<file path="config.mk">
export PLATFORM = sky130hd
export DESIGN_NAME = lik_div
export DESIGN_NICKNAME = d
export VERILOG_FILES = /design/src/sv/assert_macros.svh /design/src/sv/lik_div.sv
export SDC_FILE = /design/constraint.sdc
export NUM_CORES = 2
export LEC_CHECK = 0
export ABC_CLOCK_PERIOD_IN_PS = 4200
export BUFFER_PORTS_ARGS = -buffer_cell sky130_fd_sc_hd__buf_2
export CORE_MARGIN = 8
export CORE_UTILIZATION = 44
export DETAILED_ROUTE_END_ITERATION = 6
export HOLD_SLACK_MARGIN = 0.03
export PLACE_DENSITY = 0.6
export SLEW_MARGIN = 10
export SYNTH_ARGS = -nofsm -noshare
export SYNTH_HDL_FRONTEND = slang
export SYNTH_SLANG_ARGS = --single-unit
</file>
<file path="constraint.sdc">
create_clock -name clk -period 4.2 [get_ports clk]
set_clock_uncertainty 0.05 [all_clocks]
set_input_delay 0.21 -clock clk [delete_from_list [all_inputs] [get_ports clk]]
set_output_delay 0.21 -clock clk [all_outputs]
set_load 0.02 [all_outputs]
</file>
<file path="src/sv/assert_macros.svh">
// shared assertion macros, clocked on clk and disabled while rst_n is low
`ifndef ASSERT_MACROS_SVH
`define ASSERT_MACROS_SVH

// same-cycle implication
`define LIK_ASSERT_IMP(label, ante, cons, msg) \
    label: assert property (@(posedge clk) disable iff (!rst_n) (ante) |-> (cons)) \
        else $error(msg);

// next-cycle implication
`define LIK_ASSERT_NXT(label, ante, cons, msg) \
    label: assert property (@(posedge clk) disable iff (!rst_n) (ante) |=> (cons)) \
        else $error(msg);

`endif

</file>
<file path="src/sv/lik_div.sv">
module lik_div #(
    parameter int W     = 34,
    parameter int QB    = 29,
    parameter int TAG_W = 1
) (
    input  logic              clk,
    input  logic              rst_n,
    input  logic              ce,
    input  logic              in_valid,
    input  logic [W-1:0]      in_mag,
    input  logic [W-1:0]      in_den,
    input  logic [TAG_W-1:0]  in_tag,
    output logic              out_valid,
    output logic [QB-1:0]     out_quot,
    output logic [TAG_W-1:0]  out_tag
);
    logic              valid_reg [QB+1];
    logic [W-1:0]      r_reg     [QB+1];
    logic [W-1:0]      d_reg     [QB+1];
    logic [QB-1:0]     q_reg     [QB+1];
    logic [TAG_W-1:0]  tag_reg   [QB+1];

    logic [W:0]        r2     [QB];
    logic [W:0]        diff   [QB];
    logic              ge     [QB];
    logic [W-1:0]      r_next [QB];

    // restoring long division of mag / den, numerator <= denominator,
    // first step gives the integer bit, the rest give fraction bits
    always_comb
    begin
        for (int k = 0; k < QB; k++)
        begin
            if (k == 0)
            begin
                r2[k] = {1'b0, r_reg[k]};
            end
            else
            begin
                r2[k] = {r_reg[k], 1'b0};
            end
            diff[k]   = r2[k] - {1'b0, d_reg[k]};
            ge[k]     = r2[k] >= {1'b0, d_reg[k]};
            r_next[k] = ge[k] ? diff[k][W-1:0] : r2[k][W-1:0];
        end
    end

    // valid chain
    always_ff @(posedge clk or negedge rst_n)
    begin
        if (!rst_n)
        begin
            for (int k = 0; k <= QB; k++)
            begin
                valid_reg[k] <= 1'b0;
            end
        end
        else if (ce)
        begin
            valid_reg[0] <= in_valid;
            for (int k = 0; k < QB; k++)
            begin
                valid_reg[k+1] <= valid_reg[k];
            end
        end
    end

    // payload stages
    always_ff @(posedge clk)
    begin
        if (ce)
        begin
            r_reg[0]   <= in_mag;
            d_reg[0]   <= in_den;
            q_reg[0]   <= '0;
            tag_reg[0] <= in_tag;
            for (int k = 0; k < QB; k++)
            begin
                r_reg[k+1]   <= r_next[k];
                d_reg[k+1]   <= d_reg[k];
                q_reg[k+1]   <= {q_reg[k][QB-2:0], ge[k]};
                tag_reg[k+1] <= tag_reg[k];
            end
        end
    end

    assign out_valid = valid_reg[QB];
    assign out_quot  = q_reg[QB];
    assign out_tag   = tag_reg[QB];

endmodule

</file>
-- After elaboration in Yosys (flattened, before gate mapping)
Memory sizes are Yosys's and may differ from the RTL's.
Index checks and enable logic that the tools add are counted.
- multiplexer cells: 31
- $add $sub $neg: 29
- $lt $le $gt $ge: 29
- operators with widths (cell ; count):
    2-to-1 mux 34 bit ; 29
    subtractor 34 bit ; 29
    >= comparator 35 x 34 -> 1 bit ; 28
    >= comparator 34 bit ; 1
    2-to-1 mux 1 bit ; 2
- logic and storage cells: 123
- input port bits: 73
- memories kept: 4
- RAM bits: 2940
- output and inout bits: 31
- flip-flop bits (word level): 30
- memory list (memory ; depth ; bits a word ; rd ports ; clocked after memory_dff ; write ports ; line ; text):
    d_reg ; 30 ; 34 ; 29 ; 0 ; 30 ; lik_div.sv:19 ; logic [W-1:0] d_reg [QB+1];
    r_reg ; 30 ; 34 ; 29 ; 0 ; 30 ; lik_div.sv:18 ; logic [W-1:0] r_reg [QB+1];
    q_reg ; 30 ; 29 ; 30 ; 0 ; 30 ; lik_div.sv:20 ; logic [QB-1:0] q_reg [QB+1];
    tag_reg ; 30 ; 1 ; 30 ; 0 ; 30 ; lik_div.sv:21 ; logic [TAG_W-1:0] tag_reg [QB+1];

-- Depth between registers and ports, before layout
An unclocked memory read counts as a cell.
- word-level depth: 3
- mapped depth: 17
- mapped depth without buffers: 15

-- Least setup slack after synthesis
OpenSTA, ideal clock, no wires.
- path kind: flip-flop to flip-flop
- start point: mem r_reg[24][1], in the netlist r_reg[1][273]
- end point: mem r_reg[25][5], in the netlist r_reg[1][311] (data pin)
- path slack: 0.478 ns
- stages on the path, launching flop included: 14
- data required time: 3.890 ns
- arrival: 3.412 ns
- path buffers: 1
- setup time: 0.260 ns
- clock period less this slack: 3.722 ns
- cells stage by stage: edfxtp_1 -> ha_1 -> o211ai_1 -> a21oi_1 -> o41ai_2 -> o31ai_1 -> a221o_1 -> o21a_1 -> a41o_1 -> nor2_2 -> o21ai_1 -> a41oi_4 -> buf_6 -> mux2_2
- RTL lines (item ; line):
    start: declaration ; lik_div.sv:18

==> metrics <==
Yosys warnings=0; Clk pwr share=0.202; CP Class=flip-flop to flip-flop; clk sink count=2467; cell area after synthesis=about 140000 um^2; Top Metal Used=met5; via/cell ratio=approximately 5.4; vias=about 90000; Final setup viols=0; synthesized area per cell=11.5 um^2; number of global-route vias before repair=89719; Inst Count DP=15891; maximum vdd ir drop=0.432 mV; CP Data Arrival Time=roughly 4.7 ns; Synth async-reset ratio=0.0122; Startpoint Class=flip-flop; clock root buffer=clkbuf_16; Metal-1 WL=around 140000 um; Tightest Hold Check Type=primary input to async pin; maxcap violations=0; setup_tns=0 ns; synthesis-to-layout area growth=13.0%; first-pass GRT wire length=518000 um; Reg power frac=0.343; Final Cell Area=153000 um^2; syn_nets=~13000; status=complete, but fails checks; Die Wd=571 um; crit path time final=4.02 ns; initial antenna violation count=14; crit path max-delay cell type=a2111oi_0; Leakage=roughly 63 nW; Reg area=73900 um^2; Synth top area share=0.541; Fillers=26987; share of cells above drive strength 1=0.101; starting density of the core=0.442; GR Util All Layers=0.200; #FFs+latches synth=2467; critical-path cell list=fa_1 -> a21oi_1 -> o21ai_0 -> a2111oi_0 -> buf_4 -> o31a_1 -> nand3b_1 -> a311oi_1 -> a41oi_1 -> nor2b_1 -> buf_4 -> o21ai_0 -> xnor2_1 -> o21ai_0; footprint of the multi-input gates=55900 um^2; Max clock buf depth=4; failing checks=DRC; CTS tree=done; final WL=between 300000 and 400000 um; most common cell in the netlist=edfxtp_1; number of synthesized flops with an enable pin=2437; combinational power share=0.455; Post-DRT Antenna Nets=0; Detailed Place HPWL=around 260000 um; GRT overflow=0; dominant cells by area after synthesis=edfxtp_1, ha_1, a21oi_1; Row Count=about 200; Core Area=306000 um^2; die area=326000 um^2; largest area contributor in the netlist=edfxtp_1; Crit. End Element=flip-flop; CTS buffer count=283; NetSw=around 45 mW; Avg WL per Cell=20.4 um; Worst-Skew Late Latency=0.89 ns; H-tree levels=5; Post-DP Area=142000 um^2; CP most frequent cell=o21ai_0; Initial DRC Count=6653; Post-synth top flop=edfxtp_1; switching part of the total=0.376; GPL Wtd Cong=0.910; Buffers on Ports=103; Synth cell types=91; Hold Vio Cnt, Final=0; nets=13309; RSZ-0062 raised after global routing=no; final worst-path cycle share=0.958; Mapped Cells=around 12000; clk slew on worst S/H paths=0.06 ns; DR WL met2=roughly 170000 um; Seq/Total Area, Yosys=0.546; critical path fanouts, max=5; Int Pwr=75.4 mW; slew at the pin with the worst max-slew slack=0.870 ns; Max Freq=~0.25 GHz; Final Slew Violations=0; pin count of the biggest net entering global routing=between 150 and 200; Crit path largest cell delay=~0.50 ns; Post-Layout Cell Count=roughly 17000; commonest cells in the synthesized netlist=edfxtp_1, inv_1, a21oi_1; normalized max-slew margin=0.414; Residual DRC=1; WL met3=13800 um; Die H=between 500 and 600 um; cell area power density=791 nW/um^2; total power draw=121 mW; Crit path required time=4.83 ns; I/O pin total=104; drt pass-1 iters=7
[logic make-up after synthesis]
logic type	after synthesis	share of synthesized area
DFF	2467	0.546
and+or+nand+nor	2406	0.0836
adders and majority gates	1013	0.0952
AOI/OAI and AO/OA	3145	0.145
xor gates and xnor gates	844	0.0546
muxes	388	0.0322
buffers and inverters	1507	0.0431
[per-layer routing]
layer	vias up	GRT usage
met5	-	0
met4	4	0.0545
met2	1895	0.362
met3	556	0.0248
met1	43645	0.252
li1	43969	-
[path summary, 6_finish.rpt]
kind / start / endpoint / slack (ns) / depth (start not counted)
worst max-delay path: r_reg[0][136]$_SDFFCE_PN0P_ / r_reg[0][198]$_DFFE_PP_ / 0.18 / 14
min in group clk: q_reg[0][411]$_DFFE_PP_ / q_reg[0][441]$_DFFE_PP_ / 0.34 / 0
worst max register to register: r_reg[0][136]$_SDFFCE_PN0P_ / r_reg[0][198]$_DFFE_PP_ / 0.18 / 14
max in group asynchronous: rst_n / valid_reg[20]$_DFFE_PN0P_ / 3.57 / 4
worst min register to register: q_reg[0][411]$_DFFE_PP_ / q_reg[0][441]$_DFFE_PP_ / 0.34 / 0
worst min-delay path: rst_n / valid_reg[29]$_DFFE_PN0P_ / 0.34 / 4
[through the flow]
| step | hold WS (ns) | utilization | worst slack (ns) |
|---|---|---|---|
| final | 0.337 | 0.500 | 0.176 |
| after detailed placement | 0.232 | 0.464 | -0.0282 |
| after global routing | 0.310 | 0.500 | 0.00267 |
| after CTS | 0.264 | 0.499 | 0.00492 |
| after global placement | 0.213 | 0.464 | -0.00931 |
| after floorplan | -0.136 | - | 0.478 |
[power groups by stage]
stage / clock network (mW) / logic [mW] / registers [mW]
floorplan: 0 / 40.8 / 38.9
global placement: 0 / 53.4 / 42.1
detailed placement: 0 / 54.0 / 42.0
CTS: 25.2 / 54.6 / 41.6
global route: 26.1 / 60.9 / 42.0
finish: 24.4 / 55.0 / 41.4
[repair_timing]
action / in CTS / in global routing
setup buffers: 0 / 3
setup endpoints to repair: 1 / 202
hold buffers: 144 / 0
pin swaps: 0 / 4
endpoints found under the hold margin: 139 / 0
gates resized for setup: 1 / 32
[final cells by class]
cell class,instances,area share
Sequential cell,2467,0.483
Multi-Input combinational cell,7796,0.365
Clock buffer,336,0.0481
Tap cell,4100,0.0335
Inverter,1191,0.0292
Timing Repair Buffer,484,0.0284
Clock inverter,166,0.0119
Antenna cell,1,0.0000164
[layout by cell type, fill, tap and decap left out, types with 30 or more instances in the layout]
cell | synthesis | final
a211oi_1 | 81 | 78
a21o_1 | 568 | 568
a21oi_1 | 1113 | 1111
a31oi_1 | 109 | 104
and2_1 | 52 | 52
and3_1 | 104 | 103
buf_12 | 0 | 49
buf_2 | 40 | 102
buf_4 | 29 | 190
clkbuf_1 | 228 | 49
clkbuf_16 | 0 | 286
clkinv_1 | 0 | 39
clkinv_2 | 0 | 47
dfrtp_1 | 30 | 30
dlygate4sd3_1 | 0 | 143
edfxtp_1 | 2437 | 2437
ha_1 | 985 | 985
inv_1 | 1191 | 1191
mux2_2 | 376 | 376
nand2_1 | 686 | 686
nand2b_1 | 133 | 133
nand3_1 | 176 | 174
nand4_1 | 150 | 150
nor2_1 | 726 | 726
nor2b_1 | 126 | 126
nor3_1 | 108 | 106
o211ai_1 | 45 | 45
o21a_1 | 103 | 103
o21ai_0 | 630 | 626
o21bai_1 | 141 | 141
o31ai_1 | 43 | 39
or2_2 | 31 | 31
xnor2_1 | 533 | 533
xor2_1 | 311 | 311
[critical path, delay by kind of cell (launching register included)]
kind	cells	cell delay [ns]
flip-flops	1	0.45
AND/OR/NAND/NOR	2	0.35
XOR/XNOR	1	0.15
adder cells (fa/ha/maj)	1	0.49
buffers and inverters	2	0.36
AO/OA/AOI/OAI	8	1.97
Power figures use the tool's default switching activity.
