==> config.mk <==
export PLATFORM = sky130hd
export DESIGN_NAME = lik_isqrt
export DESIGN_NICKNAME = d
export VERILOG_FILES = /design/src/sv/assert_macros.svh /design/src/sv/lik_isqrt.sv
export SDC_FILE = /design/constraint.sdc
export NUM_CORES = 1
export LEC_CHECK = 0
export ABC_AREA = 1
export BUFFER_PORTS_ARGS = -buffer_cell sky130_fd_sc_hd__buf_2
export CAP_MARGIN = 20
export CORE_AREA = 3 3 427 345
export CTS_BUF_LIST = sky130_fd_sc_hd__clkbuf_16
export CTS_CLUSTER_DIAMETER = 60
export CTS_CLUSTER_SIZE = 28
export DETAILED_ROUTE_END_ITERATION = 8
export DIE_AREA = 0 0 430 348
export SLEW_MARGIN = 10
export SYNTH_ARGS = -nofsm -noshare
export SYNTH_HDL_FRONTEND = slang
export SYNTH_SLANG_ARGS = --single-unit
==> constraint.sdc <==
create_clock -name clk -period 2.5 [get_ports clk]
set_input_delay 0.25 -clock clk [delete_from_list [all_inputs] [get_ports clk]]
set_output_delay 0.25 -clock clk [all_outputs]
set_load 0.1 [all_outputs]
==> src/sv/assert_macros.svh <==
// shared assertion macros, clocked on clk and disabled while rst_n is low
`ifndef ASSERT_MACROS_SVH
`define ASSERT_MACROS_SVH

// same-cycle implication
`define LIK_ASSERT_IMP(label, ante, cons, msg) \
    label: assert property (@(posedge clk) disable iff (!rst_n) (ante) |-> (cons)) \
        else $error(msg);

// next-cycle implication
`define LIK_ASSERT_NXT(label, ante, cons, msg) \
    label: assert property (@(posedge clk) disable iff (!rst_n) (ante) |=> (cons)) \
        else $error(msg);

`endif

==> src/sv/lik_isqrt.sv <==
module lik_isqrt #(
    parameter int IN_W  = 36,
    parameter int TAG_W = 1
) (
    input  logic                clk,
    input  logic                rst_n,
    input  logic                ce,
    input  logic                in_valid,
    input  logic [IN_W-1:0]     in_rad,
    input  logic [TAG_W-1:0]    in_tag,
    output logic                out_valid,
    output logic [IN_W/2-1:0]   out_root,
    output logic [TAG_W-1:0]    out_tag
);
    localparam int N = IN_W / 2;
    localparam logic [IN_W-1:0] ONE_W = 1;

    logic              valid_reg [N+1];
    logic [IN_W-1:0]   v_reg     [N+1];
    logic [IN_W-1:0]   r_reg     [N+1];
    logic [TAG_W-1:0]  tag_reg   [N+1];

    logic [IN_W:0]     t_sum  [N];
    logic [IN_W-1:0]   v_next [N];
    logic [IN_W-1:0]   r_next [N];

    // one root bit per stage, test bit walks down two places each step
    always_comb
    begin
        for (int k = 0; k < N; k++)
        begin
            t_sum[k] = {1'b0, r_reg[k]} + {1'b0, ONE_W << (2 * (N - 1 - k))};
            if ({1'b0, v_reg[k]} >= t_sum[k])
            begin
                v_next[k] = v_reg[k] - t_sum[k][IN_W-1:0];
                r_next[k] = (r_reg[k] >> 1) + (ONE_W << (2 * (N - 1 - k)));
            end
            else
            begin
                v_next[k] = v_reg[k];
                r_next[k] = r_reg[k] >> 1;
            end
        end
    end

    // valid chain
    always_ff @(posedge clk or negedge rst_n)
    begin
        if (!rst_n)
        begin
            for (int k = 0; k <= N; k++)
            begin
                valid_reg[k] <= 1'b0;
            end
        end
        else if (ce)
        begin
            valid_reg[0] <= in_valid;
            for (int k = 0; k < N; k++)
            begin
                valid_reg[k+1] <= valid_reg[k];
            end
        end
    end

    // payload stages
    always_ff @(posedge clk)
    begin
        if (ce)
        begin
            v_reg[0]   <= in_rad;
            r_reg[0]   <= '0;
            tag_reg[0] <= in_tag;
            for (int k = 0; k < N; k++)
            begin
                v_reg[k+1]   <= v_next[k];
                r_reg[k+1]   <= r_next[k];
                tag_reg[k+1] <= tag_reg[k];
            end
        end
    end

    assign out_valid = valid_reg[N];
    assign out_root  = r_reg[N][N-1:0];
    assign out_tag   = tag_reg[N];

endmodule

; ---- After elaboration in Yosys (flattened, before gate mapping)
; Memories as Yosys holds them, arrays and structs flattened.
; Index checks and enable logic that the tools add are counted.
[totals]
output_inout_bits = 20
wordCells = 132
mem_bits_rw = 1387
register_bits = 19
memories = 3
inputBits = 41
[classes]
n_lt_le_gt_ge = 18
add_sub_neg = 54
muxes = 38
[memory_table]
columns = memory, words, width, rd, rd_clocked_by_memory_dff, wr, line_no
row1 = r_reg, 19, 36, 19, 0, 19, lik_isqrt.sv:20  ; logic [IN_W-1:0] r_reg [N+1];
row2 = v_reg, 19, 36, 18, 0, 19, lik_isqrt.sv:19  ; logic [IN_W-1:0] v_reg [N+1];
row3 = tag_reg, 19, 1, 19, 0, 19, lik_isqrt.sv:21  ; logic [TAG_W-1:0] tag_reg [N+1];
[ops]
columns = cell, count
row1 = 36-bit two-way mux, 36
row2 = 36-bit by 37-bit greater-or-equal comparator with 1-bit output, 18
row3 = 36-bit subtractor, 18
row4 = 36-bit by 1-bit adder with 37-bit output (second input constant), 1
row5 = 36-bit by 11-bit adder with 37-bit output (second input constant), 1
row6 = 36-bit by 13-bit adder with 37-bit output (second input constant), 1
row7 = 36-bit by 15-bit adder with 37-bit output (second input constant), 1
row8 = 36-bit by 17-bit adder with 37-bit output (second input constant), 1
row9 = 36-bit by 19-bit adder with 37-bit output (second input constant), 1
row10 = 36-bit by 21-bit adder with 37-bit output (second input constant), 1
row11 = 36-bit by 23-bit adder with 37-bit output (second input constant), 1
row12 = 36-bit by 25-bit adder with 37-bit output (second input constant), 1
row13 = 36-bit by 27-bit adder with 37-bit output (second input constant), 1
row14 = 36-bit by 29-bit adder with 37-bit output (second input constant), 1
row15 = 36-bit by 3-bit adder with 37-bit output (second input constant), 1
row16 = 36-bit by 31-bit adder with 37-bit output (second input constant), 1
row17 = 36-bit by 33-bit adder with 37-bit output (second input constant), 1
row18 = 36-bit by 35-bit adder with 37-bit output (second input constant), 1
row19 = 36-bit by 5-bit adder with 37-bit output (second input constant), 1
row20 = 36-bit by 7-bit adder with 37-bit output (second input constant), 1
row21 = 36-bit by 9-bit adder with 37-bit output (second input constant), 1
row22 = 35-bit by 1-bit adder with 36-bit output (second input constant), 1
row23 = 35-bit by 11-bit adder with 36-bit output (second input constant), 1
row24 = 35-bit by 13-bit adder with 36-bit output (second input constant), 1
row25 = 16 further kinds, 17

; ---- Logic depth before layout (Yosys ltp)
[depth]
word_depth = 3
depth_mapped = 14
ltp_nobuf = 14

; ---- Worst setup path before layout
; Ideal clock, no wire load.
[synth_path]
kind = register -> register
startpoint = memory v_reg[10][20]
endpoint = memory v_reg[11][18], data pin
arrival_time_ps = 1750
required_time_ps = 2248
path_buffers = 2
setup_slack_ps = 497
setup_ps = 252
stages_incl_launch_ff = 11
synth_period_minus_slack_ps = 2003
path_cell_list = edfxtp_1 ha_1 a21o_1 nor2_1 nand2_1 a21oi_2 nand3_2 buf_6 buf_6 nand2_1 nand2_1
[synth_rtl]
columns = element, line_no
row1 = "start, declared", lik_isqrt.sv:19

==> flow_summary.ini <==
[outcome]
outcome = finished, final reports clean

[setup_path]
setup.worst_path.end = v_reg[13][14]
worstSetupEndpointType = flip-flop
worst-r2r-cell-count = 11
critical_path.reg2reg.startpoint = v_reg[12][14]
timing.critical_path.max_delay_family = simple AND/OR/NAND/NOR gates
timing.critical_path.cells = ha_1 -> nand2_1 -> inv_1 -> nand3_1 -> nor3_1 -> nand3_1 -> nand2_1 -> nor2_4 -> buf_6 -> nand2_1 -> nand2_1
reg2reg_to = v_reg[13][14]
path_max_fanout = 11
crit_buf_inv = 2
rrSetupSlack_ns = 0.11
worst_setup_path_start_kind = flip-flop
worst_path_most_repeated_cell = nand2_1
worst_ep_required_time_ns = 2.89
path_class = flip-flop to flip-flop
critPathLaunch = v_reg[12][14]
cp_num_cells = 11
worst_path_max_delay_cell = edfxtp_1
arrival_ns = 2.79
critical-path-max-stage-delay_ns = 0.44

[timing]
min_period_ns = 2.395
clock-skew-final_ns = 0.04319
timing.final.crit_share_pct = 95.80
slew-limit-headroom_pct = 44.62
timing_worst_slew_pin_value_ns = 0.8279
report.final.setup_viol = 0
final_hold_viol_count = 0
timing.setup.tns_ns = 0
slew_violations = 0
fmaxAchievable_ghz = 0.4175

[logic_synthesis]
synth-seq-cells = 857
syn_inst = 4518
synth.yosys.warnings = 0
synth_ff_type = edfxtp_1
synthesis.area_mm2 = 0.04431
syn_area_per_cell_um2 = 9.807
yosysSeqAreaShare_pct = 57.87
synth_cell_types = 62
number_of_flops_mapped_to_enable_cells_by_yosys = 838
synthArstFlopShare_pct = 2.217
synth.net_count = 4744

[cells_and_area]
relative_area_change_from_synthesis_to_final_layout_pct = 16.45
number_of_inserted_diodes = 0
number_of_flip_flops_under_the_largest_register_name = 648
drive_gt1_share_pct = 11.86
finish.net_count = 5050
fin_util_pct = 36.11
layout.cells.most_common_list = 1220 x nand2_1, 838 x edfxtp_1, 614 x inv_1
layout_commonest_cell = nand2_1

[route]
antenna_violating_nets_post_route = 0
detail_route.drc_violations = 0
routed-via-count = 31549
first_iter_violations = 2456
post_drt_wl_per_cell_um = 16.14
vias_per_cell = 4.659
drt-total-wl_um = 109300
drtPass1Iterations = 5

[job]
drv_cap = 0

[floorplan]
core_area_mm2 = 0.1429
dieHeight_um = 348
die-area_mm2 = 0.1496
chipWidth_um = 430
top_level_ports = 61
std_cell_rows = 124
floorplan.initialDensity_pct = 31.01

[placed_design]
gp_congestion = 0.9724
detailed_place_hpwl_um = 85620
portBuffers = 60

[grt]
grt_use_met2_pct = 23.38
grt_max_degree = 83
globalRouteMet1Util_pct = 19.83
grt_pass1_wl_um = 170300
antenna_violations_before_repair = 1
grt.busiest_layer = met2
first_global_vias = 30379
grt-ovfl-total = 0
grt_util_met3_pct = 2.071
grt_util_all_layers_pct = 14.35

[cts]
clk_latency_ns = 0.67
clock_transition_at_the_registers_of_the_reported_paths_ns = 0.10
h-tree-depth = 3
number_of_buffers_created_by_cts = 71
clock_path_buffers = 3
cts_tree = yes
clock_tree.root_cell = clkbuf_16
cts.sinks = 857

[power]
internal-power_uw = 27330
switchingPower_uw = 13100
seq_power_share_pct = 47.3
power_per_cell_area_mw_per_mm2 = 783.5
share_comb_of_total_power_pct = 22.4
static-leakage-power_uw = 0.02152
vdd.ir_drop.worst_mv = 0.6055
power.share.clock_pct = 30.3
switching_share_pct = 32.40

[worst_hold_path]
min_path_type = input port to flip-flop
## cell families after synthesis
| group | count (synthesis) | share of synthesized area (%) |
|---|---|---|
| xor+xnor | 162 | 3.202 |
| simple gates | 2191 | 21.26 |
| flops | 857 | 57.87 |
| fa+ha+maj | 185 | 5.224 |
| mux | 2 | 0.04801 |
| buf+inv | 664 | 6.176 |
| compound gates | 457 | 6.224 |
## synth_stat cells, types with 10 or more instances
cell | n | area, um^2
inv_1 | 612 | 2297
o21ai_1 | 12 | 60.06
nor2_1 | 415 | 1558
o21ai_2 | 26 | 227.7
a21oi_1 | 193 | 965.9
edfxtp_1 | 838 | 25160
nand2_2 | 28 | 175.2
nor2_2 | 12 | 75.07
nand3_1 | 235 | 1176
a21oi_2 | 52 | 455.4
ha_1 | 185 | 2315
nor3_1 | 72 | 360.4
xnor2_1 | 62 | 543.0
a21o_1 | 20 | 150.1
nand3b_1 | 23 | 172.7
xor2_1 | 100 | 875.8
o21bai_1 | 10 | 75.07
or2_2 | 11 | 68.82
nand4_1 | 73 | 456.7
nor4_1 | 54 | 337.8
o21ai_0 | 117 | 585.6
buf_6 | 24 | 270.3
dfrtp_1 | 19 | 475.5
nand2_1 | 1224 | 4594
## power by group through the flow
stage	combinational [uW]	clock, uW	sequential, uW
floorplan	6040	0	18900
global placement	8710	0	19400
detailed placement	8750	0	19400
CTS	8900	12700	19100
global route	10200	13200	19300
finish	9070	12200	19100
## area by class of cell
type | instances | area [um^2]
clock buffer | 74 | 1852
clock inverter | 57 | 764.5
fill | 14197 | 91300
inverter | 623 | 2347
multi-input combinational | 2998 | 16240
sequential | 857 | 25640
tap | 1890 | 2365
timing repair buffer | 273 | 2384
## worst min path at each step
stage                     startpoint            to  depth (start not counted)
after floorplan                rst_n     out_valid                          0
after global placement         rst_n     out_valid                          1
after detailed placement       rst_n     out_valid                          1
after CTS                  in_rad[4]   v_reg[0][4]                          2
after global routing      in_rad[23]  v_reg[0][23]                          2
final                     in_rad[20]  v_reg[0][20]                          2
## worst register-to-register path: stages, from the launching register on
cell      delay, ns
edfxtp_1       0.44
ha_1           0.39
nand2_1        0.10
inv_1          0.08
nand3_1        0.07
nor3_1         0.30
nand3_1        0.23
nand2_1        0.16
nor2_4         0.06
buf_6          0.14
nand2_1        0.07
nand2_1        0.10
## through the flow
stage               hold slack, ns  worst slack [ns]  instances  cell area [um^2]  power (uW)
floorplan                 -0.04559            0.4974       4518             44310       24960
global placement            0.2034           -0.4673       6580             48070       28130
detailed placement          0.2074           -0.4802       6580             48070       28180
CTS                         0.2090          0.006882       6759             51280       40670
global route                0.2397          -0.02786       6772             51590       42720
finish                      0.2721            0.1051       6772             51590       40420
## layer usage
metal / part of all wire [%] / wire [um] / vias to the layer above
met5: 0 / 0 / -
met4: 2.7 / 2927 / 0
met3: 5.3 / 5836 / 151
met2: 46 / 49810 / 829
met1: 46 / 50700 / 14759
li1: - / - / 15810
## timing repair
item,CTS,global route
buffers inserted,5,12
gates resized for setup,18,46
endpoints found under the hold margin,69,0
pin swaps,3,7
hold buffers,43,0
setup endpoints to repair,51,146
cloned,0,1
No activity file was read; power rests on OpenSTA's default activity.
